[src/rtl/ccpp_pkg.sv]
// Package for the constant-pool parser: phase codes, tag codes, record type
// and the tag layout function. No dependencies.
`timescale 1ns / 1ps

package ccpp_pkg;

  typedef enum logic [1:0] {
    PH_TAG    = 2'd0,
    PH_FIELDS = 2'd1,
    PH_BODY   = 2'd2
  } phase_e;

  localparam logic [7:0] TAG_UTF8       = 8'd1;
  localparam logic [7:0] TAG_INTEGER    = 8'd3;
  localparam logic [7:0] TAG_FLOAT      = 8'd4;
  localparam logic [7:0] TAG_LONG       = 8'd5;
  localparam logic [7:0] TAG_DOUBLE     = 8'd6;
  localparam logic [7:0] TAG_CLASS      = 8'd7;
  localparam logic [7:0] TAG_STRING     = 8'd8;
  localparam logic [7:0] TAG_FIELDREF   = 8'd9;
  localparam logic [7:0] TAG_METHODREF  = 8'd10;
  localparam logic [7:0] TAG_IFMETHREF  = 8'd11;
  localparam logic [7:0] TAG_NAMETYPE   = 8'd12;
  localparam logic [7:0] TAG_METHHANDLE = 8'd15;
  localparam logic [7:0] TAG_METHTYPE   = 8'd16;
  localparam logic [7:0] TAG_INVOKEDYN  = 8'd18;

  // Field byte count of a tag and how many of them feed the first value.
  typedef struct packed {
    logic       known;
    logic [3:0] total;
    logic [2:0] split;
  } layout_t;

  // One result record.
  typedef struct packed {
    logic [15:0] slot_index;
    logic [7:0]  entry_tag;
    logic [31:0] first_value;
    logic [31:0] second_value;
    logic [7:0]  data_byte;
    logic        data_valid;
    logic        entry_done;
    logic        unknown_tag;
    logic        pool_last;
  } res_t;

  function automatic layout_t tag_layout(input logic [7:0] tag);
    layout_t lay;
    lay = '{known: 1'b1, total: 4'd2, split: 3'd2};
    case (tag)
      TAG_UTF8, TAG_CLASS, TAG_STRING, TAG_METHTYPE: begin
        lay.total = 4'd2;
        lay.split = 3'd2;
      end
      TAG_FIELDREF, TAG_METHODREF, TAG_IFMETHREF, TAG_NAMETYPE, TAG_INVOKEDYN: begin
        lay.total = 4'd4;
        lay.split = 3'd2;
      end
      TAG_INTEGER, TAG_FLOAT: begin
        lay.total = 4'd4;
        lay.split = 3'd4;
      end
      TAG_LONG, TAG_DOUBLE: begin
        lay.total = 4'd8;
        lay.split = 3'd4;
      end
      TAG_METHHANDLE: begin
        lay.total = 4'd3;
        lay.split = 3'd1;
      end
      default: begin
        lay.known = 1'b0;
      end
    endcase
    return lay;
  endfunction

endpackage

[src/rtl/class_constant_pool_parser.sv]
// Top level of the class-file constant-pool parser.
// Uses ccpp_pkg, ccpp_in_stage, ccpp_parse and ccpp_out_stage.
`timescale 1ns / 1ps
//
//  channel  | handshake                       | payload
//  ---------+---------------------------------+-------------------------------------
//  in       | in_valid_i / in_stall_o         | in_byte_i
//  out      | out_valid_o / out_stall_i       | slot_index_o .. pool_last_o
//  config   | cfg_we_i (no wait, no readback) | cfg_data_i = pool_count
//
//  One byte per cycle sustained while out_stall_i is low. A byte is held in
//  the input register, is parsed by the step logic against the parse
//  state, and its record (if any) sits in the result register from the
//  next cycle on. A stalled result register holds the byte in the input
//  register; the input then stalls only while that byte waits.
//  Reset (async, active low) sets pool_count to 1, so every byte is ignored
//  until pool_count is written; a write also restarts the parse at slot 1.

module class_constant_pool_parser
  import ccpp_pkg::*;
(
  input  logic        clk_i,
  input  logic        rst_ni,
  input  logic        cfg_we_i,
  input  logic [15:0] cfg_data_i,
  input  logic        in_valid_i,
  output logic        in_stall_o,
  input  logic [7:0]  in_byte_i,
  output logic        out_valid_o,
  input  logic        out_stall_i,
  output logic [15:0] slot_index_o,
  output logic [7:0]  entry_tag_o,
  output logic [31:0] first_value_o,
  output logic [31:0] second_value_o,
  output logic [7:0]  data_byte_o,
  output logic        data_valid_o,
  output logic        entry_done_o,
  output logic        unknown_tag_o,
  output logic        pool_last_o
);

  logic       hold_valid;
  logic [7:0] hold_byte;
  logic       out_free;
  logic       fire;
  logic       res_valid;
  res_t       res_next;
  res_t       res_cur;

  // The held byte is parsed once the result register can take its record.
  assign fire = hold_valid & out_free;

  ccpp_in_stage u_in (
    .clk_i        (clk_i),
    .rst_ni       (rst_ni),
    .in_valid_i   (in_valid_i),
    .in_byte_i    (in_byte_i),
    .fire_i       (fire),
    .in_stall_o   (in_stall_o),
    .hold_valid_o (hold_valid),
    .hold_byte_o  (hold_byte)
  );

  ccpp_parse u_parse (
    .clk_i       (clk_i),
    .rst_ni      (rst_ni),
    .cfg_we_i    (cfg_we_i),
    .cfg_data_i  (cfg_data_i),
    .step_i      (fire),
    .byte_i      (hold_byte),
    .res_valid_o (res_valid),
    .res_o       (res_next)
  );

  ccpp_out_stage u_out (
    .clk_i       (clk_i),
    .rst_ni      (rst_ni),
    .load_i      (fire & res_valid),
    .res_i       (res_next),
    .out_stall_i (out_stall_i),
    .out_valid_o (out_valid_o),
    .free_o      (out_free),
    .res_o       (res_cur)
  );

  assign slot_index_o   = res_cur.slot_index;
  assign entry_tag_o    = res_cur.entry_tag;
  assign first_value_o  = res_cur.first_value;
  assign second_value_o = res_cur.second_value;
  assign data_byte_o    = res_cur.data_byte;
  assign data_valid_o   = res_cur.data_valid;
  assign entry_done_o   = res_cur.entry_done;
  assign unknown_tag_o  = res_cur.unknown_tag;
  assign pool_last_o    = res_cur.pool_last;

endmodule

[src/rtl/ccpp_in_stage.sv]
// Input register of the constant-pool parser: holds one stream byte.
// Depends on nothing but the clock and reset.
`timescale 1ns / 1ps

module ccpp_in_stage (
  input  logic       clk_i,
  input  logic       rst_ni,
  input  logic       in_valid_i,
  input  logic [7:0] in_byte_i,
  input  logic       fire_i,
  output logic       in_stall_o,
  output logic       hold_valid_o,
  output logic [7:0] hold_byte_o
);

  logic       valid_q;
  logic [7:0] byte_q;
  logic       accept;

  // Free when empty or when the held byte moves on this cycle.
  assign in_stall_o = valid_q & ~fire_i;
  assign accept     = in_valid_i & ~in_stall_o;

  always_ff @(posedge clk_i or negedge rst_ni) begin
    if (!rst_ni) begin
      valid_q <= 1'b0;
    end else if (accept) begin
      valid_q <= 1'b1;
    end else if (fire_i) begin
      valid_q <= 1'b0;
    end
  end

  always_ff @(posedge clk_i) begin
    if (accept) begin
      byte_q <= in_byte_i;
    end
  end

  assign hold_valid_o = valid_q;
  assign hold_byte_o  = byte_q;

endmodule

[src/rtl/ccpp_parse.sv]
// Parse state and per-byte step logic of the constant-pool parser.
// Uses ccpp_pkg for phase codes, tag layout and the record type.
`timescale 1ns / 1ps

module ccpp_parse
  import ccpp_pkg::*;
(
  input  logic        clk_i,
  input  logic        rst_ni,
  input  logic        cfg_we_i,
  input  logic [15:0] cfg_data_i,
  input  logic        step_i,
  input  logic [7:0]  byte_i,
  output logic        res_valid_o,
  output res_t        res_o
);

  phase_e      phase_q, phase_d;
  logic [15:0] pool_count_q;
  logic [15:0] slot_q, slot_d;
  logic [7:0]  held_tag_q, held_tag_d;
  logic [2:0]  field_cnt_q, field_cnt_d;
  logic [31:0] first_acc_q, first_acc_d;
  logic [31:0] second_acc_q, second_acc_d;
  logic [15:0] body_left_q, body_left_d;
  logic        finished_q, finished_d;

  layout_t     lay_in, lay_held;
  logic        active;
  logic [2:0]  cnt_inc;
  logic        fields_done;
  logic        to_first;
  logic [31:0] first_new, second_new;
  logic        enter_body;
  logic [15:0] body_dec;
  logic        body_end;
  logic        wide;
  logic [16:0] slot_next;
  logic        is_last;

  assign lay_in   = tag_layout(byte_i);
  assign lay_held = tag_layout(held_tag_q);
  assign active   = ~finished_q & (slot_q < pool_count_q);

  assign cnt_inc     = field_cnt_q + 3'd1;
  assign fields_done = (cnt_inc == lay_held.total[2:0]);
  assign to_first    = (field_cnt_q < lay_held.split);
  assign first_new   = to_first ? {first_acc_q[23:0], byte_i} : first_acc_q;
  assign second_new  = to_first ? second_acc_q : {second_acc_q[23:0], byte_i};
  assign enter_body  = fields_done & (held_tag_q == TAG_UTF8) & (first_new[15:0] != 16'd0);

  assign body_dec = body_left_q - 16'd1;
  assign body_end = (body_dec == 16'd0);

  // Long and Double take two slots.
  assign wide      = (phase_q == PH_FIELDS) &
                     ((held_tag_q == TAG_LONG) | (held_tag_q == TAG_DOUBLE));
  assign slot_next = {1'b0, slot_q} + (wide ? 17'd2 : 17'd1);
  assign is_last   = (slot_next >= {1'b0, pool_count_q});

  // Next phase.
  always_comb begin
    phase_d = phase_q;
    if (active) begin
      case (phase_q)
        PH_FIELDS: begin
          if (fields_done) begin
            phase_d = enter_body ? PH_BODY : PH_TAG;
          end
        end
        PH_BODY: begin
          if (body_end) begin
            phase_d = PH_TAG;
          end
        end
        default: begin
          phase_d = lay_in.known ? PH_FIELDS : PH_TAG;
        end
      endcase
    end
  end

  // Datapath and result.
  always_comb begin
    slot_d       = slot_q;
    held_tag_d   = held_tag_q;
    field_cnt_d  = field_cnt_q;
    first_acc_d  = first_acc_q;
    second_acc_d = second_acc_q;
    body_left_d  = body_left_q;
    finished_d   = finished_q;
    res_valid_o  = 1'b0;
    res_o        = '0;
    res_o.slot_index = slot_q;
    if (active) begin
      case (phase_q)
        PH_FIELDS: begin
          first_acc_d  = first_new;
          second_acc_d = second_new;
          field_cnt_d  = cnt_inc;
          if (enter_body) begin
            body_left_d = first_new[15:0];
            field_cnt_d = 3'd0;
          end else if (fields_done) begin
            res_valid_o        = 1'b1;
            res_o.entry_tag    = held_tag_q;
            res_o.first_value  = first_new;
            res_o.second_value = second_new;
            res_o.entry_done   = 1'b1;
            res_o.pool_last    = is_last;
          end
        end
        PH_BODY: begin
          body_left_d       = body_dec;
          res_valid_o       = 1'b1;
          res_o.entry_tag   = held_tag_q;
          res_o.first_value = first_acc_q;
          res_o.data_byte   = byte_i;
          res_o.data_valid  = 1'b1;
          res_o.entry_done  = body_end;
          res_o.pool_last   = body_end & is_last;
        end
        default: begin
          if (lay_in.known) begin
            held_tag_d   = byte_i;
            field_cnt_d  = 3'd0;
            first_acc_d  = '0;
            second_acc_d = '0;
          end else begin
            res_valid_o       = 1'b1;
            res_o.entry_tag   = byte_i;
            res_o.entry_done  = 1'b1;
            res_o.unknown_tag = 1'b1;
            res_o.pool_last   = is_last;
          end
        end
      endcase
      // Entry complete: move to the next slot and clear the entry state.
      if (res_valid_o && res_o.entry_done) begin
        slot_d       = slot_next[15:0];
        finished_d   = finished_q | is_last;
        held_tag_d   = '0;
        field_cnt_d  = '0;
        first_acc_d  = '0;
        second_acc_d = '0;
        body_left_d  = '0;
      end
    end
  end

  always_ff @(posedge clk_i or negedge rst_ni) begin
    if (!rst_ni) begin
      pool_count_q <= 16'd1;
      phase_q      <= PH_TAG;
      slot_q       <= 16'd1;
      held_tag_q   <= '0;
      field_cnt_q  <= '0;
      first_acc_q  <= '0;
      second_acc_q <= '0;
      body_left_q  <= '0;
      finished_q   <= 1'b0;
    end else if (cfg_we_i) begin
      pool_count_q <= cfg_data_i;
      phase_q      <= PH_TAG;
      slot_q       <= 16'd1;
      held_tag_q   <= '0;
      field_cnt_q  <= '0;
      first_acc_q  <= '0;
      second_acc_q <= '0;
      body_left_q  <= '0;
      finished_q   <= 1'b0;
    end else if (step_i) begin
      phase_q      <= phase_d;
      slot_q       <= slot_d;
      held_tag_q   <= held_tag_d;
      field_cnt_q  <= field_cnt_d;
      first_acc_q  <= first_acc_d;
      second_acc_q <= second_acc_d;
      body_left_q  <= body_left_d;
      finished_q   <= finished_d;
    end
  end

endmodule

[src/rtl/ccpp_out_stage.sv]
// Result register of the constant-pool parser.
// Uses ccpp_pkg for the record type.
`timescale 1ns / 1ps

module ccpp_out_stage
  import ccpp_pkg::*;
(
  input  logic clk_i,
  input  logic rst_ni,
  input  logic load_i,
  input  res_t res_i,
  input  logic out_stall_i,
  output logic out_valid_o,
  output logic free_o,
  output res_t res_o
);

  logic valid_q;
  res_t res_q;

  // Room for a new record when empty or when the current one is taken.
  assign free_o = ~valid_q | ~out_stall_i;

  always_ff @(posedge clk_i or negedge rst_ni) begin
    if (!rst_ni) begin
      valid_q <= 1'b0;
    end else if (load_i) begin
      valid_q <= 1'b1;
    end else if (!out_stall_i) begin
      valid_q <= 1'b0;
    end
  end

  always_ff @(posedge clk_i) begin
    if (load_i) begin
      res_q <= res_i;
    end
  end

  assign out_valid_o = valid_q;
  assign res_o       = res_q;

endmodule

[config.mk]
export PLATFORM = sky130hd
export DESIGN_NAME = class_constant_pool_parser
export DESIGN_NICKNAME = d
export VERILOG_FILES = /design/src/rtl/ccpp_pkg.sv /design/src/rtl/class_constant_pool_parser.sv /design/src/rtl/ccpp_in_stage.sv /design/src/rtl/ccpp_parse.sv /design/src/rtl/ccpp_out_stage.sv
export SDC_FILE = /design/constraint.sdc
export NUM_CORES = 1
export LEC_CHECK = 0
export BUFFER_PORTS_ARGS = -buffer_cell sky130_fd_sc_hd__buf_2
export CAP_MARGIN = 30
export CORE_AREA = 10 10 172 174
export CTS_CLUSTER_SIZE = 20
export DETAILED_ROUTE_END_ITERATION = 6
export DIE_AREA = 0 0 182 184
export HOLD_SLACK_MARGIN = 0.08
export PLACE_DENSITY = 0.73
export SLEW_MARGIN = 20
export SYNTH_ARGS = -nofsm -noshare
export SYNTH_HDL_FRONTEND = slang
export SYNTH_SLANG_ARGS = --single-unit
[constraint.sdc]
create_clock -name clk_i -period 5.84 [get_ports clk_i]
set_input_delay 0 -clock clk_i [delete_from_list [all_inputs] [get_ports clk_i]]
set_output_delay 0 -clock clk_i [all_outputs]
set_load 0.005 [all_outputs]
### After elaboration in Yosys (flattened, before gate mapping)

Cells that the tools add are included.

| operators by class | value |
|---|---|
| bitwise gates (word level) | 20 |
| $lt $le $gt $ge | 3 |
| equality and inequality tests | 34 |
| $add $sub $neg | 3 |
| reduce and logical (&&, ||, !) cells | 23 |
| mux-type cells | 73 |

Operators with widths:

| operator | count |
|---|---|
| $mux 32 | 11 |
| $pmux 32 s2 | 3 |
| $mux 16 | 9 |
| $mux 72 | 2 |
| $eq 8x4->1 const B | 11 |
| $eq 8x3->1 const B | 7 |
| $mux 8 | 7 |
| $pmux 16 s2 | 1 |
| $eq 8x5->1 const B | 3 |
| $pmux 6 s4 | 1 |
| $mux 3 | 7 |
| $mux 1 | 19 |
| $add 16x17->17 | 1 |
| $ge 17x16->1 | 1 |
| $eq 8x1->1 const B | 2 |
| $eq 8x2->1 const B | 2 |
| $logic_not 16->1 | 1 |
| $lt 16x16->1 | 1 |
| $pmux 8 s2 | 1 |
| $reduce_and 4->1 | 4 |
| $reduce_bool 16->1 | 1 |
| $sub 16x1->16 const B | 1 |
| $mux 2 | 7 |
| $reduce_or 14->1 | 1 |
| other kinds (25) | 52 |

| word-level totals | value |
|---|---|
| bits in registers | 236 |
| logic and storage cells | 177 |
| input bits | 29 |
| output and inout port bits | 102 |

### Depth between registers and ports, before layout

Gate-level depths: netlist of the first run.

| logic depth | value |
|---|---|
| depth in word-level cells | 15 |
| depth in mapped cells | 21 |
| mapped depth without buffers | 21 |

### Hierarchy

A second synthesis of the first run with hierarchy kept.

| unflattened totals | value |
|---|---|
| cells, all modules | 1,051 |
| area, all modules | 11,533.6 µm² |

By module, submodules not included:

| module | times used | area an instance (µm²) | cells each | seq. area each (µm²) |
|---|---|---|---|---|
| ccpp_parse | 1 | 8,184.1 | 933 | 3,155.5 |
| ccpp_out_stage | 1 | 3,039.2 | 103 | 3,027.9 |
| ccpp_in_stage | 1 | 297.8 | 13 | 265.3 |
| class_constant_pool_parser | 1 | 12.5 | 2 | 0.0 |

### Least setup slack after synthesis of the first run

No wires, ideal clock.

| timing path | value |
|---|---|
| path kind | reg2reg |
| start | register u_parse.held_tag_q[4] |
| end | register u_out.res_q (netlist bit u_out.res_o[0]) (enable) |
| buffers on the path | 0 |
| path slack | 484 ps |
| cell stages (with the launch flop) | 11 |
| period minus slack after synthesis | 5,356 ps |
| library setup time | 455 ps |
| data arrival time | 4,901 ps |
| cells stage by stage | dfrtp_1 or4_1 nor2_1 nand2_1 ha_1 a21oi_1 o21a_1 mux2_2 o22a_1 o21ai_2 o211a_1 |

| on the way | value |
|---|---|
| word-level cells in the longest chain between the ends | 12 |
| elaborated cells between the ends (all ways) | 27 |

RTL lines:

| what | line | RTL |
|---|---|---|
| start, declared | ccpp_parse.sv:21 | `logic [7:0] held_tag_q, held_tag_d;` |
| start signal, assigned | ccpp_parse.sv:175 | `held_tag_q <= held_tag_d;` |
| $eq 8x4->1 (tied with other cells) | n/a |  |
| $reduce_or 5->1 / $reduce_or 2->1 (equally long branches) | n/a |  |
| $pmux 6 s4 | ccpp_pkg.sv:51 | `case (tag)` |
| $lt 3x3->1 | ccpp_parse.sv:47 | `assign to_first = (field_cnt_q < lay_held.split);` |
| $mux 32 | ccpp_parse.sv:48 | `assign first_new = to_first ? {first_acc_q[23:0], byte_i} : first_acc_q;` |
| $reduce_bool 16->1 | ccpp_parse.sv:50 | `assign enter_body = fields_done & (held_tag_q == TAG_UTF8) & (first_new[15:0] != 16'd0);` |
| $and 1x1->1 | ccpp_parse.sv:50 |  |
| $mux 1 (*) | ccpp_parse.sv:101 | `if (enter_body) begin` |
| $pmux 1 s2 (*) | ccpp_parse.sv:96 | `case (phase_q)` |
| $mux 1 (*) (2 in series) | ccpp_parse.sv:95 | `if (active) begin` |
| $and 1x1->1 (*) | class_constant_pool_parser.sv:78 | `.load_i (fire & res_valid),` |
| net u_out.load_i | ccpp_out_stage.sv:10 | `input logic load_i,` |
| end signal, assigned | ccpp_out_stage.sv:36 | `res_q <= res_i;` |
| end, declared | ccpp_out_stage.sv:19 | `res_t res_q;` |

Mark *: on every way through the listed nets, which the timed path passes. The rest lies on a longest branch. The select of a mux whose other input is x is not followed.
A chain may end at the register's enable or synchronous reset.

### Worst setup path in the final report of the first run

| timing path | value |
|---|---|
| start | register u_parse.held_tag_q[4] |
| end | register u_out.res_q (netlist bit u_out.res_o[0]) (data pin) |

| on the way | value |
|---|---|
| word-level cells in the longest chain between the ends | 9 |
| elaborated cells between the ends (all ways) | 31 |

RTL lines:

| what | line | RTL |
|---|---|---|
| $eq 8x3->1 (tied with other cells) | ccpp_pkg.sv:51, ccpp_parse.sv:57 |  |
| $or 1x1->1 (tied with other cells) | ccpp_parse.sv:57 | `((held_tag_q == TAG_LONG) \| (held_tag_q == TAG_DOUBLE));` |
| $and 1x1->1 / $pmux 6 s4 (equally long branches) | ccpp_parse.sv:56, ccpp_pkg.sv:51 |  |
| $mux 2 / $lt 3x3->1 (equally long branches) | ccpp_parse.sv:58, ccpp_parse.sv:47 |  |
| $add 16x17->17 / $mux 32 (equally long branches) | ccpp_parse.sv:58, ccpp_parse.sv:48 |  |
| $ge 17x16->1 / $reduce_bool 16->1 (equally long branches) | ccpp_parse.sv:59, ccpp_parse.sv:50 |  |
| $mux 1 / $and 1x1->1 (equally long branches) | ccpp_parse.sv:104, ccpp_parse.sv:50 |  |
| $mux 1 | ccpp_parse.sv:101 |  |
| $pmux 1 s2 (*) | ccpp_parse.sv:96 |  |

Every way passes the cells marked *; elsewhere a longest branch is shown, timed or not.

==> summary.txt, run 1 <==
Timing
  – Final Cycle Share: 80.7%
  – RSZ-0062 raised after global routing: no
  – Max Slew Vio Count: 0
  – Final setup viols: 0
  – Clk_skew: 0.0232 ns
  – Worst-margin pin slew: 0.830 ns
  – Worst slew margin: 44.6%
  – Final Hold Fails: 0
  – Min cycle time layout: 4.71 ns
  – Setup_tns: 0 ns
  – F_max: 212 MHz

Routing
  – Antenna Nets Post-Route: 0
  – Residual DRC: 0
  – Routed Wire Length: 29200 um
  – DR iter-0 viols: 938
  – Via density: 5.76
  – Drt wl/cell: 18.3 um
  – TritonRoute pass-1 iters: 5
  – Vias post-DR: 9163

Global routing
  – Vias in the first global route: 8827
  – First-pass GRT wire length: 47000 um
  – Largest net degree at the start of global routing: 75
  – Grt ovf: 0
  – GRT Total Usage: 16.7%
  – Antenna violations before repair: 0

Pwr
  – VDD IR max: 0.000325 V
  – P_leak: 5.77 nW
  – Pwr dens: 284 nW/um2
  – Tot Pwr: 3.89 mW

Place
  – DP Wirelength: 19200 um
  – Global placer's final weighted congestion: 0.920
  – IO Port Bufs: 130
  – Number of placed cells counting well taps: 1514

Clock network
  – PostCTS Resize Cnt: 0
  – CTS Buffer Depth: 3
  – H-Tree Depth: 1
  – Clk root buf: clkbuf_16
  – CTS sink cnt: 236
  – Reg clk slew, reported paths: 0.06 ns
  – TritonCTS Buffers: 25
  – TritonCTS clock tree: built
  – Worst-Skew Late Latency: 0.54 ns

Setup path
  – Sequence of cells on the critical path: or4_1 -> nor2_1 -> nand4_1 -> inv_1 -> ha_1 -> a21o_1 -> nor2b_1 -> and3_1 -> and3_1 -> and3_1 -> nand3_1 -> nor2_1 -> xor2_1 -> ha_1 -> and4_1 -> nand4_1 -> o21ai_0 -> a31oi_1 -> o311ai_0 -> and2_1
  – Crit-path slowest cell: or4_1
  – CP Capture Type: flip-flop
  – Most used cell, CP: and3_1
  – Critical path arrival: 4.99 ns
  – Worst R2R Path Depth: 20
  – Reg2Reg Capture Point: u_out.res_o[0]
  – CP delay by family, top: simple AND/OR/NAND/NOR gates
  – Startpoint types: flip-flop
  – Max incr delay on CP: 0.58 ns
  – Critical path peak fanout: 8
  – Reg2reg start: u_parse.held_tag_q[4]
  – R2r setup slk: 1.13 ns
  – Data required time of the worst path: 6.12 ns
  – WP buf/inv: 1
  – Crit Path Class: reg -> reg

Yosys
  – Synth area leaders: edfxtp_1, dfrtp_1, nand2_1
  – Synthesis-stage register bit count: 236
  – Predominant post-synthesis flop cell: dfrtp_1
  – Avg Cell Area, Syn: 10.5 um2
  – Synth top cells by count: nand2_1, dfrtp_1, edfxtp_1
  – Top-count cell post-synth: nand2_1
  – Distinct cells, synth: 69
  – Synth area leader: edfxtp_1
  – Post-synth top area share: 28.0%
  – Async set-reset flop share out of synthesis: 54.2%
  – Yosys warning count: 0
  – EDFF count, synth: 108
  – Post-Syn Instances: 1103
  – Synthesized area: 11600 um2
  – Register area share after synthesis: 55.6%
  – Synthesized Nets: 1174

Cells and area
  – Fillers: 2228
  – Layout net count: 1308
  – Diode count: 0
  – Non-filler cells, final: 1591
  – Share of layout cells above drive strength 1: 16.9%
  – Multi-input logic area: 4700 um2
  – Area growth, synth to finish: 18.1%
  – Register area: 6450 um2

Die
  – Site Rows: 59
  – Top-Level Pins: 131
  – Core area: 25900 um2
  – DIE AREA: 33500 um2
  – Die width: 182 um
  – Die Ht: 184 um
  – Starting Density: 44.8%

Min path
  – Worst min path class: in -> async

Outcome
  – Status: finished, final reports clean

Job
  – Max cap viols: 0
-- registers in the layout, summed over array words and instances, names as in the netlist --
signal                count
u_in.hold_valid_o         1
u_out.out_valid_o         1
u_parse.phase_q           2
u_out.res_o             100
u_parse.slot_q           16
u_parse.body_left_q      16
u_parse.first_acc_q      32
u_parse.second_acc_q     32
u_in.hold_byte_o          8
u_parse.field_cnt_q       3
u_parse.held_tag_q        8
u_parse.pool_count_q     16
u_parse.finished_q        1
-- cell type report --
type / instances / area share, %
Inverter: 45 / 1.23
Clock inverter: 14 / 1.01
Tap cell: 335 / 3.06
Sequential cell: 236 / 47.1
Clock buffer: 32 / 5.05
Timing Repair Buffer: 176 / 8.26
Multi-Input combinational cell: 753 / 34.3
-- placed cells by master, fill, tap and decap left out, types with 19 or more instances in the layout --
cell / count
nor3_1: 19
dfrtp_1: 126
and3_1: 23
a22oi_1: 29
a21oi_1: 80
buf_2: 129
edfxtp_1: 108
ha_1: 41
o21ai_0: 57
dlygate4sd3_1: 28
clkbuf_16: 25
inv_1: 44
nand3_1: 19
nand2_1: 166
a22o_1: 64
nor2_1: 71
-- routing by layer --
metal | GRT usage, % | share of wire [%] | vias to the layer above
li1 | - | - | 4309
met5 | 0 | 0 | -
met4 | 4.72 | 2.5 | 0
met1 | 22.5 | 44 | 4450
met3 | 3.41 | 7.4 | 54
met2 | 26.8 | 47 | 350
-- timing repair --
action                                 CTS  global route
hold buffers                            28             0
endpoints found under the hold margin   88             0
buffers inserted                         0             0
-- how the worst max path moves through the flow --
stage	from	to	slack, ns	cells past startpoint
floorplan	u_parse.held_tag_q[4]	u_out.res_o[0]	0.48	10
global placement	u_parse.held_tag_q[4]	u_parse.second_acc_q[27]	1.09	13
detailed placement	u_parse.held_tag_q[4]	u_out.res_o[0]	1.16	20
CTS	u_parse.held_tag_q[4]	u_out.res_o[0]	1.13	20
global route	u_parse.held_tag_q[4]	u_out.res_o[0]	0.66	20
finish	u_parse.held_tag_q[4]	u_out.res_o[0]	1.13	20
-- cell families (layout without fill, tap and decap cells) --
kind of cell	Yosys count	in the layout	share of synthesized area [%]
simple gates	367	367	15.0
compound gates	312	312	18.1
flops	236	236	55.6
buf+inv	114	267	4.12
fa+ha+maj	43	43	4.69
xor+xnor	21	21	1.59
mux	10	10	0.906
-- stage by stage --
stage / util (%) / instance area [um2] / worst slack, ns / hold slack, ns
CTS: 52.6 / 13600 / 1.13 / 0.0845
floorplan: - / 11600 / 0.484 / -0.296
global route: 52.9 / 13700 / 0.657 / 0.132
detailed placement: 48.3 / 12500 / 1.16 / 0.122
global placement: 48.3 / 12500 / 1.09 / 0.122
finish: 52.9 / 13700 / 1.13 / 0.0684
-- report_power, final --
part | switching [mW] | total [mW] | internal, mW
registers | 0.0503 | 1.90 | 1.85
logic | 0.250 | 0.399 | 0.149
clock network | 0.661 | 1.59 | 0.931
total | 0.961 | 3.89 | 2.93
No activity file was read; power rests on OpenSTA's default activity.
==> inputs of run 2 (changes only) <==
==> constraint.sdc (replaced) <==
create_clock -name clk_i -period 4.4 [get_ports clk_i]
set_input_delay 0 -clock clk_i [delete_from_list [all_inputs] [get_ports clk_i]]
set_output_delay 0 -clock clk_i [all_outputs]
set_load 0.005 [all_outputs]
==> run 2 against run 1 <==
Effect of this change:
- power is 30% higher
- non-clock buffer count is 24 higher
- die area stayed put
- utilization is 0.70 points higher
- clock skew is 0.0054 ns lower
- first-iteration DRC count is 2.6% lower
- via count is 0.99% higher
- setup slack worse by 0.90 ns
- clock power is 24% higher
- routed wire length is 3.6% higher
==> summary.txt, run 2 (same netlist as run 1, synthesis figures left out) <==
Pwr
  – VDD IR max: 0.000287 V (-12%)
  – P_leak: 5.85 nW (+1.4%)
  – Pwr dens: 364 nW/um2 (+28%)
  – Tot Pwr: 5.05 mW (+30%)

Routing
  – Routed Wire Length: 30200 um (+3.6%)
  – Drt wl/cell: 18.7 um (+2.0%)
  – Vias post-DR: 9254 (+0.99%)
  – DR iter-0 viols: 914 (-2.6%)
  – Via density: 5.73 (-0.51%)
  – Residual DRC: 0 (unchanged)
  – TritonRoute pass-1 iters: 5 (unchanged)
  – Antenna Nets Post-Route: 0 (unchanged)

Die
  – Core area: 25900 um2 (unchanged)
  – Die width: 182 um (unchanged)
  – Top-Level Pins: 131 (unchanged)
  – Starting Density: 44.8% (unchanged)
  – Die Ht: 184 um (unchanged)
  – DIE AREA: 33500 um2 (unchanged)
  – Site Rows: 59 (unchanged)

Clock network
  – TritonCTS clock tree: built
  – Worst-Skew Late Latency: 0.54 ns (about the same)
  – CTS sink cnt: 236 (unchanged)
  – CTS Buffer Depth: 3 (unchanged)
  – Clk root buf: clkbuf_16
  – H-Tree Depth: 1 (unchanged)
  – TritonCTS Buffers: 25 (unchanged)
  – Reg clk slew, reported paths: 0.06 ns (about the same)

Setup path
  – Sequence of cells on the critical path: or4_4 -> nor2_4 -> nand4_1 -> ha_2 -> fa_2 -> nand2_1 -> nor2_1 -> and3_4 -> and3_2 -> and3_1 -> nand3_1 -> xnor2_2 -> ha_1 -> and4_1 -> nand4_1 -> o21ai_0 -> a31oi_1 -> o311ai_1 -> and2_1
  – Reg2Reg Capture Point: u_out.res_o[0]
  – Worst path depth: 19 (-5.0%)
  – Max incr delay on CP: 0.57 ns (about the same)
  – Data required time of the worst path: 4.69 ns (-1.43 ns)
  – CP delay by family, top: simple AND/OR/NAND/NOR gates
  – Most used cell, CP: nand4_1
  – Startpoint types: flip-flop
  – Worst R2R Path Depth: 19 (-5.0%)
  – CP Capture Type: flip-flop
  – Crit-path slowest cell: or4_4
  – R2r setup slk: 0.23 ns (-0.90 ns)
  – WP buf/inv: 0 (-1)
  – Critical path peak fanout: 4 (-4)
  – Crit Path Class: reg -> reg
  – Critical path arrival: 4.46 ns (-0.53 ns)
  – Reg2reg start: u_parse.held_tag_q[4]

Timing
  – F_max: 240 MHz (+13%)
  – Worst-margin pin slew: 0.905 ns (+0.0743 ns)
  – Final setup viols: 0 (unchanged)
  – Max Slew Vio Count: 0 (unchanged)
  – Final Hold Fails: 0 (unchanged)
  – Worst slew margin: 39.5% (-5.2 points)
  – Min cycle time layout: 4.17 ns (-0.536 ns)
  – Final Cycle Share: 94.9% (+14 points)
  – Clk_skew: 0.0178 ns (-0.00539 ns)
  – Smallest hold slack: 0.180 ns (+0.112 ns)
  – Setup_tns: 0 ns (unchanged)

Cells and area
  – Util after Layout: 53.6% (+0.70 points)
  – Most frequent cells in the layout: nand2_1, buf_2, dfrtp_1, edfxtp_1, a21oi_1
  – Diode count: 0 (unchanged)
  – Layout net count: 1332 (+1.8%)
  – Commonest non-fill, non-tap cell in the layout: nand2_1
  – Share of layout cells above drive strength 1: 19.0% (+2.1 points)
  – Max reg flops: 100 (unchanged)
  – Area growth, synth to finish: 19.7%

Global routing
  – Grt ovf: 0 (unchanged)
  – Largest net degree at the start of global routing: 72 (-4.0%)
  – Antenna violations before repair: 0 (unchanged)
  – Vias in the first global route: 9200 (+4.2%)
  – GRT Total Usage: 17.2% (+0.52 points)
  – First-pass GRT wire length: 48600 um (+3.5%)

Min path
  – Worst min path class: in -> reg
  – Hold Path Origin: in_byte_i[5]
  – Endpoint, Worst Hold: u_in.hold_byte_o[5]
  – Hold Path Depth: 2

Outcome
  – Status: finished, final reports clean

Place
  – Global placer's final weighted congestion: 0.855 (-7.0%)
  – DP Wirelength: 19800 um (+3.3%)
  – IO Port Bufs: 130 (unchanged)

Job
  – Max cap viols: 0 (unchanged)
run 2: changes by cell type in the layout (fill, tap and decap cells not counted), sizes merged:
cell | before | now
buf | 148 | 169
bufinv | 2 | 0
clkbuf | 32 | 34
clkinv | 11 | 12
dlygate4sd3 | 28 | 31
inv | 46 | 45
run 2: routing by layer:
layer,GRT usage (%),vias up,wire (um)
li1,-,4344,-
met1,22.6,4567,13000
met2,28.6,298,14700
met3,3.21,45,1970
met4,4.72,0,627
met5,0,-,0
run 2: power breakdown:
part	leakage, nW	switching (mW)	internal, mW
clock	0.380	0.865	1.10
sequential	2.82	0.0616	2.45
combinational	2.66	0.350	0.220
total	5.85	1.28	3.77
run 2: how the worst max path moves through the flow:
stage,startpoint,to
3_5_place_dp,u_parse.held_tag_q[5],u_out.res_o[0]
6_report,u_parse.held_tag_q[4],u_out.res_o[0]
2_1_floorplan,u_parse.held_tag_q[4],u_parse.first_acc_q[11]
5_1_grt,u_parse.held_tag_q[4],u_out.res_o[0]
4_1_cts,u_parse.held_tag_q[5],u_out.res_o[0]
3_3_place_gp,u_parse.held_tag_q[5],u_out.res_o[0]
run 2: worst register-to-register path: cells and delay by family (launching register included):
kind | cells | cell delay (ns)
simple gates | 12 | 2.21
fa+ha+maj | 3 | 0.87
xor+xnor | 1 | 0.13
compound gates | 3 | 0.35
flops | 1 | 0.38
run 2: area by class of cell:
cell class                      instances  area [um2]
Sequential cell                       236        6450
Clock buffer                           34         689
Tap cell                              335         419
Timing Repair Buffer                  200        1330
Multi-Input combinational cell        753        4760
Fill cell                            2247       12000
Inverter                               45         169
Clock inverter                         12        73.8
run 2: repair_timing:
action                                  in CTS  in global routing
resized for setup                            5                 12
endpoints found under the setup margin       2                 60
setup buffers                                0                  2
pin swaps                                    0                  5
endpoints found under the hold margin      165                 13
hold buffers                                30                  1
run 2: through the flow:
stage	setup WS (ns)	cell area, um2	instances
after global routing	-0.0146	13900	1615
after floorplan	0.223	11600	1103
after detailed placement	-0.116	12700	1535
after global placement	0.0336	12700	1535
after CTS	0.000918	13800	1611
final	0.226	13900	1615
==> inputs of run 3 (changes only) <==
--- a/config.mk
+++ b/config.mk
@@ -13,6 +13,7 @@
 export DIE_AREA = 0 0 182 184
 export HOLD_SLACK_MARGIN = 0.08
 export PLACE_DENSITY = 0.73
+export SETUP_SLACK_MARGIN = 0.4
 export SLEW_MARGIN = 20
 export SYNTH_ARGS = -nofsm -noshare
 export SYNTH_HDL_FRONTEND = slang
==> run 3 against run 2 <==
Effect of this change:
- utilization increased by 0.88 points
- flip-flop and latch count unchanged
- global-route usage decreased by 0.13 points
- combinational power about the same
==> summary.txt, run 3 (same netlist as run 1, synthesis figures left out) <==
Clock network
  – Reg clk slew, reported paths: 0.06 ns (about the same)
  – TritonCTS clock tree: built
  – Worst-Skew Late Latency: 0.54 ns (about the same)
  – Clk root buf: clkbuf_16
  – CTS Buffer Depth: 3 (unchanged)
  – CTS sink cnt: 236 (unchanged)
  – H-Tree Depth: 1 (unchanged)
  – TritonCTS Buffers: 25 (unchanged)

Die
  – Top-Level Pins: 131 (unchanged)
  – Die Ht: 184 um (unchanged)
  – Site Rows: 59 (unchanged)
  – DIE AREA: 33500 um2 (unchanged)
  – Core area: 25900 um2 (unchanged)
  – Die width: 182 um (unchanged)
  – Starting Density: 44.8% (unchanged)

Cells and area
  – Area growth, synth to finish: 21.7%
  – Layout net count: 1343 (+0.83%)
  – Diode count: 0 (unchanged)
  – Share of layout cells above drive strength 1: 20.9% (+1.9 points)
  – Commonest non-fill, non-tap cell in the layout: nand2_1
  – Final instance area: 14100 um2 (+1.6%)
  – Fillers: 2129 (-5.3%)
  – Most frequent cells in the layout: nand2_1, buf_2, dfrtp_1, edfxtp_1, a21oi_1
  – Max reg flops: 100 (unchanged)
  – Non-filler cells, final: 1626 (+0.68%)

Place
  – DP Wirelength: 19900 um (+0.85%)
  – IO Port Bufs: 130 (unchanged)
  – Global placer's final weighted congestion: 0.923 (+7.9%)
  – Number of placed cells counting well taps: 1531 (-0.26%)
  – DP Area: 12700 um2 (-0.30%)

Job
  – Max cap viols: 0 (unchanged)

Pwr
  – P_leak: 5.91 nW (+0.88%)
  – Pwr dens: 366 nW/um2 (+0.52%)
  – VDD IR max: 0.000429 V (+50%)
  – Tot Pwr: 5.16 mW (+2.2%)

Setup path
  – Sequence of cells on the critical path: or4_4 -> nor2_4 -> nand4_1 -> ha_2 -> fa_2 -> nand2_1 -> nor2_2 -> and3_4 -> and3_4 -> and3_4 -> nand3_4 -> xnor2_2 -> ha_1 -> and4_1 -> nand4_1 -> o21ai_1 -> a31oi_1 -> o311ai_2 -> and2_1
  – Crit-path slowest cell: or4_4
  – Critical path arrival: 4.43 ns (-0.03 ns)
  – CP Capture Type: flip-flop
  – Crit Path Class: reg -> reg
  – Most used cell, CP: and3_4
  – Crit path launch: u_parse.held_tag_q[4]
  – Critical path peak fanout: 3 (-1)
  – Data required time of the worst path: 4.68 ns (about the same)
  – Reg2reg start: u_parse.held_tag_q[4]
  – Startpoint types: flip-flop
  – Max incr delay on CP: 0.53 ns (-0.04 ns)

Routing
  – DR iter-0 viols: 946 (+3.5%)
  – Antenna Nets Post-Route: 0 (unchanged)
  – Via density: 5.70 (-0.53%)
  – Routed Wire Length: 30000 um (-0.63%)
  – Vias post-DR: 9268 (+0.15%)
  – TritonRoute pass-1 iters: 5 (unchanged)
  – Residual DRC: 0 (unchanged)
  – Drt wl/cell: 18.5 um (-1.3%)

Timing
  – Min cycle time layout: 4.15 ns (-0.0215 ns)
  – Setup_tns: 0 ns (unchanged)
  – F_max: 241 MHz (+0.52%)
  – Final Hold Fails: 0 (unchanged)
  – Clk_skew: 0.0247 ns (+0.00691 ns)
  – Final Cycle Share: 94.4% (-0.49 points)
  – Worst-margin pin slew: 0.862 ns (-0.0423 ns)
  – Smallest hold slack: 0.140 ns (-0.0404 ns)
  – Max Slew Vio Count: 0 (unchanged)
  – Worst slew margin: 42.5% (+3.0 points)
  – RSZ-0062 raised after global routing: yes
  – Final setup viols: 0 (unchanged)

Min path
  – Worst min path class: in -> async

Global routing
  – Grt ovf: 0 (unchanged)
  – Largest net degree at the start of global routing: 64 (-11%)
  – Antenna violations before repair: 0 (unchanged)
  – Vias in the first global route: 9023 (-1.9%)
  – First-pass GRT wire length: 48100 um (-1.1%)
  – GRT Total Usage: 17.1% (-0.13 points)

Outcome
  – Status: finished, final reports clean
==> run 3: changes by cell type in the layout (fill, tap and decap cells not counted), sizes merged <==
cell / change
a311o: +1
buf: +11
bufinv: +2
clkinv: -5
clkinvlp: +3
dlygate4sd3: -2
o21bai: +1
==> run 3: final timing paths <==
check / endpoint / slack (ns) / cells past startpoint
setup / recovery: u_out.res_o[0] / 0.25 / 19
hold / removal: u_out.out_valid_o / 0.14 / 2
setup reg to reg: u_out.res_o[0] / 0.25 / 19
hold reg to reg: u_parse.first_acc_q[28] / 0.51 / 1
max in group asynchronous: u_parse.held_tag_q[4] / 3.23 / 3
min in group clk_i: u_in.hold_byte_o[2] / 0.19 / 2
==> run 3: cell type report <==
cell class	count	area, um2	share of cell area, %
Sequential cell	236	6450	45.7
Multi-Input combinational cell	755	4900	34.7
Timing Repair Buffer	209	1360	9.64
Clock buffer	34	679	4.81
Tap cell	335	419	2.97
Inverter	45	169	1.20
Clock inverter	12	131	0.931
==> run 3: where the power goes <==
part,internal (mW),switching [mW]
combinational,0.223,0.347
sequential,2.45,0.0664
clock,1.21,0.864
total,3.88,1.28
==> run 3: timing repair <==
| item | CTS | global route |
|---|---|---|
| buffers inserted | 11 | 7 |
| resized for setup | 17 | 22 |
| pin swaps | 14 | 15 |
| cloned | 0 | 2 |
| hold endpoints to repair | 98 | 0 |
| hold buffers | 29 | 0 |
| setup endpoints to repair | 64 | 132 |
==> run 3: per-stage QoR <==
step,setup WS [ns],util (%)
after floorplan,0.419,-
after global placement,0.161,48.9
after detailed placement,0.00146,48.9
after CTS,0.245,53.7
after global routing,0.0586,54.5
final,0.247,54.5
==> run 3: layer usage <==
metal / up-vias / track usage (%) / part of all wire (%)
li1: 4378 / - / -
met1: 4517 / 22.8 / 43
met2: 315 / 27.9 / 47
met3: 58 / 3.70 / 7.1
met4: 0 / 4.17 / 2.1
met5: - / 0 / 0
==> run 3: worst max-delay path: cells and delay by family, from the launching register on <==
| kind | cells | cell delay [ns] |
|---|---|---|
| compound gates | 3 | 0.43 |
| fa+ha+maj | 3 | 0.91 |
| flops | 1 | 0.40 |
| simple gates | 12 | 2.04 |
| xor+xnor | 1 | 0.13 |
